===== src/rtl/overlap_crossfade_stitcher_assert.svh =====
// ----------------------------------------------------------------------------
// Overlap crossfade stitcher assertion macros
// Concurrent checks, clocked and held off during reset. Define ASSERT_OFF to
// compile them away.
// ----------------------------------------------------------------------------
`ifndef OVERLAP_CROSSFADE_STITCHER_ASSERT_SVH
`define OVERLAP_CROSSFADE_STITCHER_ASSERT_SVH
`ifndef ASSERT_OFF
`define OCS_ASSERT(label, clk, rst, prop, msg) \
   label: assert property (@(posedge clk) disable iff (rst) (prop)) else $error(msg);
`define OCS_ASSERT_IMPL(label, clk, rst, ante, cons, msg) \
   label: assert property (@(posedge clk) disable iff (rst) (ante) |-> (cons)) \
      else $error(msg);
`else
`define OCS_ASSERT(label, clk, rst, prop, msg)
`define OCS_ASSERT_IMPL(label, clk, rst, ante, cons, msg)
`endif
`endif


===== src/rtl/ocs_pkg.sv =====
// ----------------------------------------------------------------------------
// ocs_pkg
// Widths, payload types and the PCM conversion shared by the stitcher.
// ----------------------------------------------------------------------------
package ocs_pkg;

   localparam int SAMPLE_W = 20;
   localparam int PCM_W    = 16;
   localparam int OVL_W    = 6;
   localparam int MAX_OVL  = 63;
   localparam int POS_W    = 16;
   localparam int PROD_W   = SAMPLE_W + OVL_W;
   localparam int NUM_W    = PROD_W + 1;

   localparam logic [OVL_W-1:0] OVL_RESET = OVL_W'(32);

   localparam logic signed [SAMPLE_W-1:0] CLIP_HI = SAMPLE_W'(32768);
   localparam logic signed [SAMPLE_W-1:0] CLIP_LO = SAMPLE_W'(-32768);
   localparam logic signed [SAMPLE_W-1:0] S_ONE   = SAMPLE_W'(1);
   localparam logic signed [SAMPLE_W-1:0] S_ZERO  = SAMPLE_W'(0);

   typedef struct packed {
      logic                       cmd;
      logic signed [SAMPLE_W-1:0] sample;
      logic                       chunk_end;
      logic                       final_window;
   } req_type;

   typedef struct packed {
      logic signed [PCM_W-1:0] pcm;
      logic                    run_last;
   } rsp_type;

   typedef struct packed {
      logic                       push;
      logic                       finish;
      logic signed [SAMPLE_W-1:0] value;
   } emit_ctl_type;

   // Clip to +/-1.0 and scale by 32767/32768, truncating toward zero
   function automatic logic signed [PCM_W-1:0] to_pcm(logic signed [SAMPLE_W-1:0] v);
      logic signed [SAMPLE_W-1:0] c;
      logic signed [SAMPLE_W-1:0] p;
      if (v > CLIP_HI) begin
         c = CLIP_HI;
      end else if (v < CLIP_LO) begin
         c = CLIP_LO;
      end else begin
         c = v;
      end
      if (c > S_ZERO) begin
         p = c - S_ONE;
      end else if (c < S_ZERO) begin
         p = c + S_ONE;
      end else begin
         p = S_ZERO;
      end
      return p[PCM_W-1:0];
   endfunction

endpackage


===== src/rtl/overlap_crossfade_stitcher.sv =====
// ----------------------------------------------------------------------------
// overlap_crossfade_stitcher
// Joins consecutive audio chunks with a linear crossfade over ovl_len samples
// and converts the result to 16-bit PCM.
//
// req_* carries one transaction per audio sample or drain command; rsp_* gives
// zero or more PCM results per transaction, run_last set on the final one.
// csr_we/csr_wdata write ovl_len; write it only while the block is idle.
// One transaction is processed at a time; req_stall is high while it runs.
// Every ring or tail entry that is flushed, drained or copied is handled as a
// RAM read, then a use. A crossfaded sample waits on the one-bit-per-cycle
// divider. The last result of a transaction is released when the transaction
// ends. A stalled receiver holds the output register; the block waits on it
// and loses nothing. Synchronous reset clears the fill state, drops any held
// tail and sets ovl_len to 32; RAM contents are left as they are.
// ----------------------------------------------------------------------------
`include "overlap_crossfade_stitcher_assert.svh"

module overlap_crossfade_stitcher #(
   parameter int MAX_OVL = ocs_pkg::MAX_OVL
) (
   input  logic                          clock,
   input  logic                          reset,
   input  logic                          req_valid,
   output logic                          req_stall,
   input  ocs_pkg::req_type              req_data,
   output logic                          rsp_valid,
   input  logic                          rsp_stall,
   output ocs_pkg::rsp_type              rsp_data,
   input  logic                          csr_we,
   input  logic [ocs_pkg::OVL_W-1:0]     csr_wdata
);

   localparam int OVL_W  = ocs_pkg::OVL_W;
   localparam int POS_W  = ocs_pkg::POS_W;
   localparam int SW     = ocs_pkg::SAMPLE_W;
   localparam int PROD_W = ocs_pkg::PROD_W;
   localparam int NUM_W  = ocs_pkg::NUM_W;
   localparam int AW     = (MAX_OVL > 1) ? $clog2(MAX_OVL) : 1;

   typedef enum logic [4:0] {
      S_IDLE, S_DECIDE, S_FLUSH_RD, S_FLUSH_EM, S_TAIL_RD, S_MUL, S_SUM, S_DIV,
      S_EMIT_V, S_POP_CHK, S_POP_RD, S_POP_EM, S_PUSH, S_END, S_COPY_RD,
      S_COPY_WR, S_DRAIN_RD, S_DRAIN_EM, S_FINISH
   } state_type;

   function automatic logic [AW-1:0] wrap_add(logic [OVL_W-1:0] a, logic [OVL_W-1:0] b);
      logic [OVL_W:0] s;
      s = {1'b0, a} + {1'b0, b};
      if (s >= (OVL_W+1)'(MAX_OVL)) begin
         s = s - (OVL_W+1)'(MAX_OVL);
      end
      return s[AW-1:0];
   endfunction

   state_type                state_ff, state_in;
   logic [OVL_W-1:0]         ovl_len_ff, ovl_len_in;
   logic                     tail_valid_ff, tail_valid_in;
   logic [OVL_W-1:0]         ring_count_ff, ring_count_in;
   logic [AW-1:0]            ring_head_ff, ring_head_in;
   logic [POS_W-1:0]         chunk_pos_ff, chunk_pos_in;
   ocs_pkg::req_type         item_ff, item_in;
   logic [OVL_W-1:0]         len_ff, len_in;
   logic [POS_W-1:0]         pos_ff, pos_in;
   logic [OVL_W-1:0]         k_ff, k_in;
   logic                     blend_ff, blend_in;
   logic                     flush_end_ff, flush_end_in;
   logic signed [PROD_W-1:0] prod_a_ff, prod_a_in;
   logic signed [PROD_W-1:0] prod_b_ff, prod_b_in;

   logic [OVL_W-1:0]         eff_len;
   logic                     blend_now;
   logic [OVL_W-1:0]         len_minus_pos;

   logic                     ring_wr_en, ring_rd_en;
   logic [AW-1:0]            ring_wr_addr, ring_rd_addr;
   logic [SW-1:0]            ring_wr_data, ring_rd_data;
   logic                     tail_wr_en, tail_rd_en;
   logic [AW-1:0]            tail_wr_addr, tail_rd_addr;
   logic [SW-1:0]            tail_wr_data, tail_rd_data;

   logic                     div_start, div_busy;
   logic signed [NUM_W-1:0]  div_num;
   logic signed [SW-1:0]     div_quo;

   ocs_pkg::emit_ctl_type    emit_ctl;
   logic                     emit_ready;

   always_comb begin
      if (ovl_len_ff == '0) begin
         eff_len = OVL_W'(1);
      end else if (ovl_len_ff > OVL_W'(MAX_OVL)) begin
         eff_len = OVL_W'(MAX_OVL);
      end else begin
         eff_len = ovl_len_ff;
      end
   end

   assign blend_now     = tail_valid_ff && (pos_ff < POS_W'(len_ff));
   assign len_minus_pos = len_ff - pos_ff[OVL_W-1:0];
   assign req_stall     = (state_ff != S_IDLE);

   always_comb begin
      state_in      = state_ff;
      ovl_len_in    = ovl_len_ff;
      tail_valid_in = tail_valid_ff;
      ring_count_in = ring_count_ff;
      ring_head_in  = ring_head_ff;
      chunk_pos_in  = chunk_pos_ff;
      item_in       = item_ff;
      len_in        = len_ff;
      pos_in        = pos_ff;
      k_in          = k_ff;
      blend_in      = blend_ff;
      flush_end_in  = flush_end_ff;
      prod_a_in     = prod_a_ff;
      prod_b_in     = prod_b_ff;

      ring_wr_en    = 1'b0;
      ring_wr_addr  = wrap_add(OVL_W'(ring_head_ff), ring_count_ff);
      ring_wr_data  = item_ff.sample;
      ring_rd_en    = 1'b0;
      ring_rd_addr  = ring_head_ff;
      tail_wr_en    = 1'b0;
      tail_wr_addr  = k_ff[AW-1:0];
      tail_wr_data  = ring_rd_data;
      tail_rd_en    = 1'b0;
      tail_rd_addr  = k_ff[AW-1:0];
      div_start     = 1'b0;
      div_num       = NUM_W'(prod_a_ff) + NUM_W'(prod_b_ff);
      emit_ctl      = '0;

      if (csr_we) begin
         ovl_len_in = csr_wdata;
      end

      case (state_ff)
         S_IDLE: begin
            if (req_valid) begin
               item_in  = req_data;
               len_in   = eff_len;
               pos_in   = chunk_pos_ff;
               state_in = S_DECIDE;
            end
         end
         S_DECIDE: begin
            k_in = '0;
            if (item_ff.cmd) begin
               state_in = (pos_ff == '0 && tail_valid_ff) ? S_DRAIN_RD : S_FINISH;
            end else if (blend_now || item_ff.final_window) begin
               blend_in     = blend_now;
               flush_end_in = 1'b0;
               if (ring_count_ff != '0) begin
                  state_in = S_FLUSH_RD;
               end else begin
                  ring_head_in = '0;
                  state_in     = blend_now ? S_TAIL_RD : S_EMIT_V;
               end
            end else begin
               state_in = S_POP_CHK;
            end
         end
         S_FLUSH_RD: begin
            ring_rd_en = 1'b1;
            state_in   = S_FLUSH_EM;
         end
         S_FLUSH_EM: begin
            if (emit_ready) begin
               emit_ctl.push  = 1'b1;
               emit_ctl.value = $signed(ring_rd_data);
               if (ring_count_ff == OVL_W'(1)) begin
                  ring_count_in = '0;
                  ring_head_in  = '0;
                  if (flush_end_ff) begin
                     state_in = S_FINISH;
                  end else begin
                     state_in = blend_ff ? S_TAIL_RD : S_EMIT_V;
                  end
               end else begin
                  ring_count_in = ring_count_ff - OVL_W'(1);
                  ring_head_in  = wrap_add(OVL_W'(ring_head_ff), OVL_W'(1));
                  state_in      = S_FLUSH_RD;
               end
            end
         end
         S_TAIL_RD: begin
            tail_rd_en   = 1'b1;
            tail_rd_addr = pos_ff[AW-1:0];
            state_in     = S_MUL;
         end
         S_MUL: begin
            prod_a_in = PROD_W'($signed(tail_rd_data))
                      * PROD_W'($signed({1'b0, len_minus_pos}));
            prod_b_in = PROD_W'(item_ff.sample)
                      * PROD_W'($signed({1'b0, pos_ff[OVL_W-1:0]}));
            state_in  = S_SUM;
         end
         S_SUM: begin
            div_start = 1'b1;
            state_in  = S_DIV;
         end
         S_DIV: begin
            if (!div_busy && emit_ready) begin
               emit_ctl.push  = 1'b1;
               emit_ctl.value = div_quo;
               state_in       = S_END;
            end
         end
         S_EMIT_V: begin
            if (emit_ready) begin
               emit_ctl.push  = 1'b1;
               emit_ctl.value = item_ff.sample;
               state_in       = S_END;
            end
         end
         S_POP_CHK: begin
            state_in = (ring_count_ff >= len_ff) ? S_POP_RD : S_PUSH;
         end
         S_POP_RD: begin
            ring_rd_en = 1'b1;
            state_in   = S_POP_EM;
         end
         S_POP_EM: begin
            if (emit_ready) begin
               emit_ctl.push  = 1'b1;
               emit_ctl.value = $signed(ring_rd_data);
               ring_count_in  = ring_count_ff - OVL_W'(1);
               ring_head_in   = wrap_add(OVL_W'(ring_head_ff), OVL_W'(1));
               state_in       = S_POP_CHK;
            end
         end
         S_PUSH: begin
            ring_wr_en    = 1'b1;
            ring_count_in = ring_count_ff + OVL_W'(1);
            state_in      = S_END;
         end
         S_END: begin
            if (item_ff.chunk_end) begin
               chunk_pos_in = '0;
               if (!item_ff.final_window && ring_count_ff == len_ff &&
                   (tail_valid_ff || pos_ff >= POS_W'(len_ff))) begin
                  k_in     = '0;
                  state_in = S_COPY_RD;
               end else begin
                  tail_valid_in = 1'b0;
                  if (ring_count_ff != '0) begin
                     flush_end_in = 1'b1;
                     state_in     = S_FLUSH_RD;
                  end else begin
                     ring_head_in = '0;
                     state_in     = S_FINISH;
                  end
               end
            end else begin
               if (pos_ff != '1) begin
                  chunk_pos_in = pos_ff + POS_W'(1);
               end
               state_in = S_FINISH;
            end
         end
         S_COPY_RD: begin
            ring_rd_en   = 1'b1;
            ring_rd_addr = wrap_add(OVL_W'(ring_head_ff), k_ff);
            state_in     = S_COPY_WR;
         end
         S_COPY_WR: begin
            tail_wr_en = 1'b1;
            if (k_ff == len_ff - OVL_W'(1)) begin
               ring_count_in = '0;
               ring_head_in  = '0;
               tail_valid_in = 1'b1;
               state_in      = S_FINISH;
            end else begin
               k_in     = k_ff + OVL_W'(1);
               state_in = S_COPY_RD;
            end
         end
         S_DRAIN_RD: begin
            tail_rd_en = 1'b1;
            state_in   = S_DRAIN_EM;
         end
         S_DRAIN_EM: begin
            if (emit_ready) begin
               emit_ctl.push  = 1'b1;
               emit_ctl.value = $signed(tail_rd_data);
               if (k_ff == len_ff - OVL_W'(1)) begin
                  tail_valid_in = 1'b0;
                  state_in      = S_FINISH;
               end else begin
                  k_in     = k_ff + OVL_W'(1);
                  state_in = S_DRAIN_RD;
               end
            end
         end
         S_FINISH: begin
            // release the held result with its last-of-transaction mark
            if (emit_ready) begin
               emit_ctl.finish = 1'b1;
               state_in        = S_IDLE;
            end
         end
         default: begin
            state_in = S_IDLE;
         end
      endcase
   end

   always_ff @(posedge clock) begin
      if (reset) begin
         state_ff      <= S_IDLE;
         ovl_len_ff    <= ocs_pkg::OVL_RESET;
         tail_valid_ff <= 1'b0;
         ring_count_ff <= '0;
         ring_head_ff  <= '0;
         chunk_pos_ff  <= '0;
      end else begin
         state_ff      <= state_in;
         ovl_len_ff    <= ovl_len_in;
         tail_valid_ff <= tail_valid_in;
         ring_count_ff <= ring_count_in;
         ring_head_ff  <= ring_head_in;
         chunk_pos_ff  <= chunk_pos_in;
      end
      item_ff      <= item_in;
      len_ff       <= len_in;
      pos_ff       <= pos_in;
      k_ff         <= k_in;
      blend_ff     <= blend_in;
      flush_end_ff <= flush_end_in;
      prod_a_ff    <= prod_a_in;
      prod_b_ff    <= prod_b_in;
   end

   // Ring and tail accesses are sequenced by the state machine, so no entry
   // is read and written in the same cycle.
   ocs_ram #(
      .WIDTH  (SW),
      .DEPTH  (MAX_OVL),
      .ADDR_W (AW)
   ) u_ring_ram (
      .clock   (clock),
      .wr_en   (ring_wr_en),
      .wr_addr (ring_wr_addr),
      .wr_data (ring_wr_data),
      .rd_en   (ring_rd_en),
      .rd_addr (ring_rd_addr),
      .rd_data (ring_rd_data)
   );

   ocs_ram #(
      .WIDTH  (SW),
      .DEPTH  (MAX_OVL),
      .ADDR_W (AW)
   ) u_tail_ram (
      .clock   (clock),
      .wr_en   (tail_wr_en),
      .wr_addr (tail_wr_addr),
      .wr_data (tail_wr_data),
      .rd_en   (tail_rd_en),
      .rd_addr (tail_rd_addr),
      .rd_data (tail_rd_data)
   );

   ocs_div u_div (
      .clock (clock),
      .reset (reset),
      .start (div_start),
      .num   (div_num),
      .den   (len_ff),
      .busy  (div_busy),
      .quo   (div_quo)
   );

   ocs_emit u_emit (
      .clock     (clock),
      .reset     (reset),
      .ctl       (emit_ctl),
      .ready     (emit_ready),
      .rsp_valid (rsp_valid),
      .rsp_stall (rsp_stall),
      .rsp_data  (rsp_data)
   );

   `OCS_ASSERT(a_ring_bound, clock, reset, ring_count_ff <= OVL_W'(MAX_OVL), "ring fill above depth")
   `OCS_ASSERT_IMPL(a_emit_ready, clock, reset, emit_ctl.push || emit_ctl.finish, emit_ready, "result issued while output blocked")
   `OCS_ASSERT_IMPL(a_div_idle, clock, reset, div_start, !div_busy, "divider restarted while busy")
   `OCS_ASSERT_IMPL(a_tail_commit, clock, reset, $rose(tail_valid_ff), ring_count_ff == '0, "tail taken without emptying ring")

endmodule


===== src/rtl/ocs_ram.sv =====
// ----------------------------------------------------------------------------
// ocs_ram
// Simple dual-port RAM: one write port, one read port, registered read data
// that holds while no read is issued.
// ----------------------------------------------------------------------------
module ocs_ram #(
   parameter int WIDTH  = ocs_pkg::SAMPLE_W,
   parameter int DEPTH  = ocs_pkg::MAX_OVL,
   parameter int ADDR_W = (DEPTH > 1) ? $clog2(DEPTH) : 1
) (
   input  logic              clock,
   input  logic              wr_en,
   input  logic [ADDR_W-1:0] wr_addr,
   input  logic [WIDTH-1:0]  wr_data,
   input  logic              rd_en,
   input  logic [ADDR_W-1:0] rd_addr,
   output logic [WIDTH-1:0]  rd_data
);

   logic [WIDTH-1:0] mem_ff [DEPTH];
   logic [WIDTH-1:0] rd_data_ff;

   always_ff @(posedge clock) begin
      if (wr_en) begin
         mem_ff[wr_addr] <= wr_data;
      end
      if (rd_en) begin
         rd_data_ff <= mem_ff[rd_addr];
      end
   end

   assign rd_data = rd_data_ff;

endmodule


===== src/rtl/ocs_div.sv =====
// ----------------------------------------------------------------------------
// ocs_div
// Restoring signed divider, one quotient bit per cycle, quotient truncated
// toward zero. Quotient holds until the next start.
// ----------------------------------------------------------------------------
module ocs_div (
   input  logic                                 clock,
   input  logic                                 reset,
   input  logic                                 start,
   input  logic signed [ocs_pkg::NUM_W-1:0]     num,
   input  logic        [ocs_pkg::OVL_W-1:0]     den,
   output logic                                 busy,
   output logic signed [ocs_pkg::SAMPLE_W-1:0]  quo
);

   localparam int NW    = ocs_pkg::NUM_W;
   localparam int DW    = ocs_pkg::OVL_W;
   localparam int CNT_W = $clog2(NW);

   logic             busy_ff, busy_in;
   logic [CNT_W-1:0] cnt_ff, cnt_in;
   logic [NW-1:0]    acc_ff, acc_in;
   logic [DW-1:0]    rem_ff, rem_in;
   logic [DW-1:0]    den_ff, den_in;
   logic             neg_ff, neg_in;

   logic [DW:0]      trial;
   logic [ocs_pkg::SAMPLE_W-1:0] mag;

   always_comb begin
      busy_in = busy_ff;
      cnt_in  = cnt_ff;
      acc_in  = acc_ff;
      rem_in  = rem_ff;
      den_in  = den_ff;
      neg_in  = neg_ff;
      trial   = {rem_ff, acc_ff[NW-1]};
      if (start) begin
         busy_in = 1'b1;
         cnt_in  = CNT_W'(NW - 1);
         acc_in  = (num < 0) ? NW'(-num) : NW'(num);
         rem_in  = '0;
         den_in  = den;
         neg_in  = (num < 0);
      end else if (busy_ff) begin
         if (trial >= {1'b0, den_ff}) begin
            rem_in = DW'(trial - {1'b0, den_ff});
            acc_in = {acc_ff[NW-2:0], 1'b1};
         end else begin
            rem_in = trial[DW-1:0];
            acc_in = {acc_ff[NW-2:0], 1'b0};
         end
         if (cnt_ff == '0) begin
            busy_in = 1'b0;
         end else begin
            cnt_in = cnt_ff - CNT_W'(1);
         end
      end
   end

   always_ff @(posedge clock) begin
      if (reset) begin
         busy_ff <= 1'b0;
      end else begin
         busy_ff <= busy_in;
      end
      cnt_ff <= cnt_in;
      acc_ff <= acc_in;
      rem_ff <= rem_in;
      den_ff <= den_in;
      neg_ff <= neg_in;
   end

   // Magnitude is at most 2^19, which wraps to the right code when negated
   assign mag  = acc_ff[ocs_pkg::SAMPLE_W-1:0];
   assign quo  = neg_ff ? $signed(-mag) : $signed(mag);
   assign busy = busy_ff;

endmodule


===== src/rtl/ocs_emit.sv =====
// ----------------------------------------------------------------------------
// ocs_emit
// Result output stage. Holds back the newest result by one so that the last
// result of a transaction can be marked when the transaction finishes.
// ----------------------------------------------------------------------------
module ocs_emit (
   input  logic                  clock,
   input  logic                  reset,
   input  ocs_pkg::emit_ctl_type ctl,
   output logic                  ready,
   output logic                  rsp_valid,
   input  logic                  rsp_stall,
   output ocs_pkg::rsp_type      rsp_data
);

   logic                                 rsp_valid_ff, rsp_valid_in;
   ocs_pkg::rsp_type                     rsp_data_ff, rsp_data_in;
   logic signed [ocs_pkg::SAMPLE_W-1:0]  hold_ff, hold_in;
   logic                                 hold_valid_ff, hold_valid_in;

   assign ready = !rsp_valid_ff || !rsp_stall;

   always_comb begin
      rsp_valid_in  = rsp_valid_ff && rsp_stall;
      rsp_data_in   = rsp_data_ff;
      hold_in       = hold_ff;
      hold_valid_in = hold_valid_ff;
      if (ctl.push) begin
         if (hold_valid_ff) begin
            rsp_data_in.pcm      = ocs_pkg::to_pcm(hold_ff);
            rsp_data_in.run_last = 1'b0;
            rsp_valid_in         = 1'b1;
         end
         hold_in       = ctl.value;
         hold_valid_in = 1'b1;
      end else if (ctl.finish && hold_valid_ff) begin
         rsp_data_in.pcm      = ocs_pkg::to_pcm(hold_ff);
         rsp_data_in.run_last = 1'b1;
         rsp_valid_in         = 1'b1;
         hold_valid_in        = 1'b0;
      end
   end

   always_ff @(posedge clock) begin
      if (reset) begin
         rsp_valid_ff  <= 1'b0;
         hold_valid_ff <= 1'b0;
      end else begin
         rsp_valid_ff  <= rsp_valid_in;
         hold_valid_ff <= hold_valid_in;
      end
      rsp_data_ff <= rsp_data_in;
      hold_ff     <= hold_in;
   end

   assign rsp_valid = rsp_valid_ff;
   assign rsp_data  = rsp_data_ff;

endmodule


===== config.mk =====
export PLATFORM = sky130hd
export DESIGN_NAME = overlap_crossfade_stitcher
export DESIGN_NICKNAME = d
export VERILOG_FILES = /design/src/rtl/ocs_pkg.sv /design/src/rtl/overlap_crossfade_stitcher.sv /design/src/rtl/ocs_ram.sv /design/src/rtl/ocs_div.sv /design/src/rtl/ocs_emit.sv
export VERILOG_INCLUDE_DIRS = /design/src /design/src/rtl
export SDC_FILE = /design/constraint.sdc
export NUM_CORES = 2
export LEC_CHECK = 0
export BUFFER_PORTS_ARGS = -buffer_cell sky130_fd_sc_hd__buf_4
export CORE_MARGIN = 1.5
export CORE_UTILIZATION = 40
export DETAILED_ROUTE_END_ITERATION = 8
export PLACE_DENSITY = 0.66
export SYNTH_ARGS = -nofsm -noshare
export SYNTH_HDL_FRONTEND = slang
export SYNTH_SLANG_ARGS = --single-unit

===== constraint.sdc =====
create_clock -name clock -period 13.6 [get_ports clock]
set_clock_uncertainty 0.2 [all_clocks]
set_input_delay 3.4 -clock clock [delete_from_list [all_inputs] [get_ports clock]]
set_output_delay 3.4 -clock clock [all_outputs]
set_load 0.1 [all_outputs]

==> reports/metrics.cfg <==
[outcome]
outcome=complete, no violations

[synthesis]
yosys_warnings=0
synth_compound_area_share_pct=5.96
synthArstFlopShare_pct=0
ys_ff_latch=2790
synth_area_um2=123000
syn-num-nets=8449
synthAdderAreaFrac_pct=4.59
synth_top_family_by_area=multiplexers
synthSimpleGateAreaFrac_pct=8.28
ys_seq_area_share_pct=67.9
ys_types=76
synthMuxAreaShare_pct=9.72
syn_inst=8065
synth_edf_count=2736
syn_area_per_cell_um2=15.2
synthXorXnorAreaFrac_pct=1.29
synth_flop_cell=edfxtp_1

[sta]
tns_ps=0
min_period_ps=7550
setup_slack_ps=6050
final.period_utilization_pct=55.5
finalSetupViolCount=0
hold_viol=0
slew_viol_final=0
max_slew_margin_pct=15.7
rsz0062_at_grt=no
fmax_mhz=132
tightest_slew_ps=1250

[layout]
final_nets=8556
syn2layout_area_growth_pct=12.3
layout-drive-gt1-share_pct=13.4

[route]
drc=0
first_pass_iters=7
viasPerCell=5.81
drtIter0Drc=9274
wl_um=328000
vias=72600
wire_per_inst_um=26.2
ant_nets=0

[cts]
cts_buffers=290
hold_buffers=0
cts_sinks=2790
htreeDepth=5
cts_setup_buffers=0
worstSkewPairLatency_ps=890
clkTransAtPathRegs_ps=60
root_buffer=clkbuf_16
cts_buffer_depth=4
cts-resized-gates=0
cts_tree=yes

[critical_path]
reg2regPathDepth=15
r2r-start=k_ff[0]$_SDFFCE_PN0P_
worstPathArrival_ps=7920
r2r_slack_ps=6050
crit_required_ps=13980
endpoint_kind=register
reg2reg_to=u_ring_ram.rd_data[11]$_DFFE_PP_
critical_path.max_fanout=150
critPathKind=reg -> reg
critPathLaunchType=register

[placement]
place_congestion=0.879
place_ws_ps=6260
io_buffers=52
dpl.hpwl_um=192000

[job]
cap_violations=0

[global_route]
grt_start_max_net_pins=151
grt_pass1_wl_um=478000
grt_pass1_vias=71400
grt_util_all_layers_pct=20.7
global_route.overflow_total=0
antenna_found_initial=20

[pwr]
p_leak_nw=47.6
pwr_density_cell_nw_per_um2=246
finalPower_mw=33.9
peakVddDrop_uv=593

[floorplanning]
pin_count=53
die_h_um=557
start_util_pct=40.2
die_x_um=557
core_um2=305000
die-area_um2=310000
num_rows=203

[hold_path]
min_to=pos_ff[6]$_DFFE_PP_
hp-start=chunk_pos_ff[6]$_SDFFE_PP0P_
hp-class=reg -> reg
min_path_cells=0

-- synthesized netlist by cell type (22+ instances only) --
cell	instances	area [um^2]
a2111oi_0	24	210
a211oi_1	202	1520
a21o_1	31	233
a21oi_1	249	1250
a22oi_1	22	165
a311oi_1	104	911
a31oi_1	97	607
and2_1	235	1470
and3_1	37	231
buf_1	67	251
buf_2	86	430
clkbuf_1	298	1120
dfxtp_1	54	1080
edfxtp_1	2736	82200
fa_1	167	3340
ha_1	183	2290
inv_1	250	938
mux2i_1	511	5110
mux4_2	300	6760
nand2_1	904	3390
nand2b_1	37	231
nand3_1	283	1420
nand4_1	45	282
nor2_1	311	1170
nor2b_1	22	138
nor3_1	91	455
nor4_1	31	194
nor4b_1	43	377
o2111ai_1	23	201
o21ai_0	130	651
o22ai_1	33	206
or3_1	29	181
or4_1	27	203
xnor2_1	112	981
xor2_1	68	596
-- registers in the layout, indices dropped and copies added (netlist names), 16 cells and up --
name / flops
prod_b_ff: 26
prod_a_ff: 26
u_emit.hold_ff: 20
pos_ff: 16
u_emit.rsp_data: 17
chunk_pos_ff: 16
u_tail_ram.rd_data: 20
u_ring_ram.rd_data: 20
u_div.acc_ff: 27
u_ring_ram.mem_ff: 1260
ring_wr_data: 20
u_tail_ram.mem_ff: 1260
-- cells in the final DEF (no fill, tap or decap), types with 32 or more instances in the layout --
master,synthesis,final
nand4_1,45,45
a211oi_1,202,202
dfxtp_1,54,54
clkbuf_1,298,55
mux2i_1,511,510
fa_1,167,167
and3_1,37,35
clkbuf_16,0,293
xnor2_1,112,112
edfxtp_1,2736,2736
nor2_2,0,90
nor4b_1,43,43
clkinv_1,1,68
nand2_1,904,903
nor3_1,91,86
nand3_1,283,283
xor2_1,68,68
mux4_2,300,300
nor2_1,311,195
and2_1,235,234
a311oi_1,104,104
buf_4,0,261
o22ai_1,33,32
o21ai_0,130,130
ha_1,183,183
clkinv_2,0,43
a31oi_1,97,97
a21oi_1,249,244
inv_1,250,250
nand2b_1,37,37
-- metrics by stage --
step                utilization (%)  hold slack [ps]  instance area, um^2  cells
global route                   45.1              193               138000  12500
CTS                            45.1              187               138000  12500
detailed placement             42.1              219               129000  12000
floorplan                         -              209               123000   8065
finish                         45.1              185               138000  12500
global placement               42.1              213               129000  12000
-- worst max-delay path by stage --
stage | from | to | slack (ps) | cells after the start
global placement | pos_ff[1]$_DFFE_PP_ | prod_a_ff[23]$_DFFE_PP_ | 6380 | 21
finish | k_ff[0]$_SDFFCE_PN0P_ | u_ring_ram.rd_data[11]$_DFFE_PP_ | 6050 | 15
global route | k_ff[0]$_SDFFCE_PN0P_ | u_ring_ram.rd_data[8]$_DFFE_PP_ | 5750 | 15
CTS | k_ff[0]$_SDFFCE_PN0P_ | u_ring_ram.rd_data[11]$_DFFE_PP_ | 6220 | 15
floorplan | len_ff[0]$_SDFFCE_PP1P_ | prod_a_ff[23]$_DFFE_PP_ | 7580 | 25
detailed placement | k_ff[0]$_SDFFCE_PN0P_ | u_ring_ram.rd_data[11]$_DFFE_PP_ | 6260 | 15
-- routing by layer --
layer	track usage (%)	wire [um]	vias up
met5	0	92	-
met4	7.43	12300	12
met3	3.67	29800	617
met2	32.5	152000	3559
met1	28.9	134000	37200
li1	-	-	31200
-- report_power, final --
part	leakage, nW	internal (mW)	switching [mW]
registers	25.1	10.7	0.272
clock network	4.38	4.34	3.34
logic	18.2	6.09	9.16
total	47.6	21.1	12.8
-- worst max-delay path, cell delays in order, from the launching register on --
cell and delay [ps]:
edfxtp_1 600, ha_1 310, fa_1 460, a211oi_1 400, o21bai_1 160, a21oi_1 540
o311a_2 290, buf_4 480, or3_4 380, buf_4 720, buf_12 740, mux2i_1 290
mux2i_1 90, mux2i_1 530, a211oi_1 200, or4_1 570
-- logic make-up after synthesis --
group	Yosys count
fa+ha+maj	350
simple gates	2148
flops	2790
xor+xnor	180
buf+inv	704
compound gates	1078
mux	815
-- final cells by class --
| class | count | area (um^2) |
|---|---|---|
| fillers | 26300 | 168000 |
| flip-flops and latches | 2790 | 83200 |
| multi-input cells | 4571 | 37200 |
| clock buffers | 350 | 7570 |
| well taps | 4100 | 5130 |
| repair buffers | 268 | 2100 |
| clock inverters | 165 | 1470 |
| inverters | 251 | 942 |
| diodes | 4 | 10.0 |
Note: power is estimated with default switching activity, not from simulation.
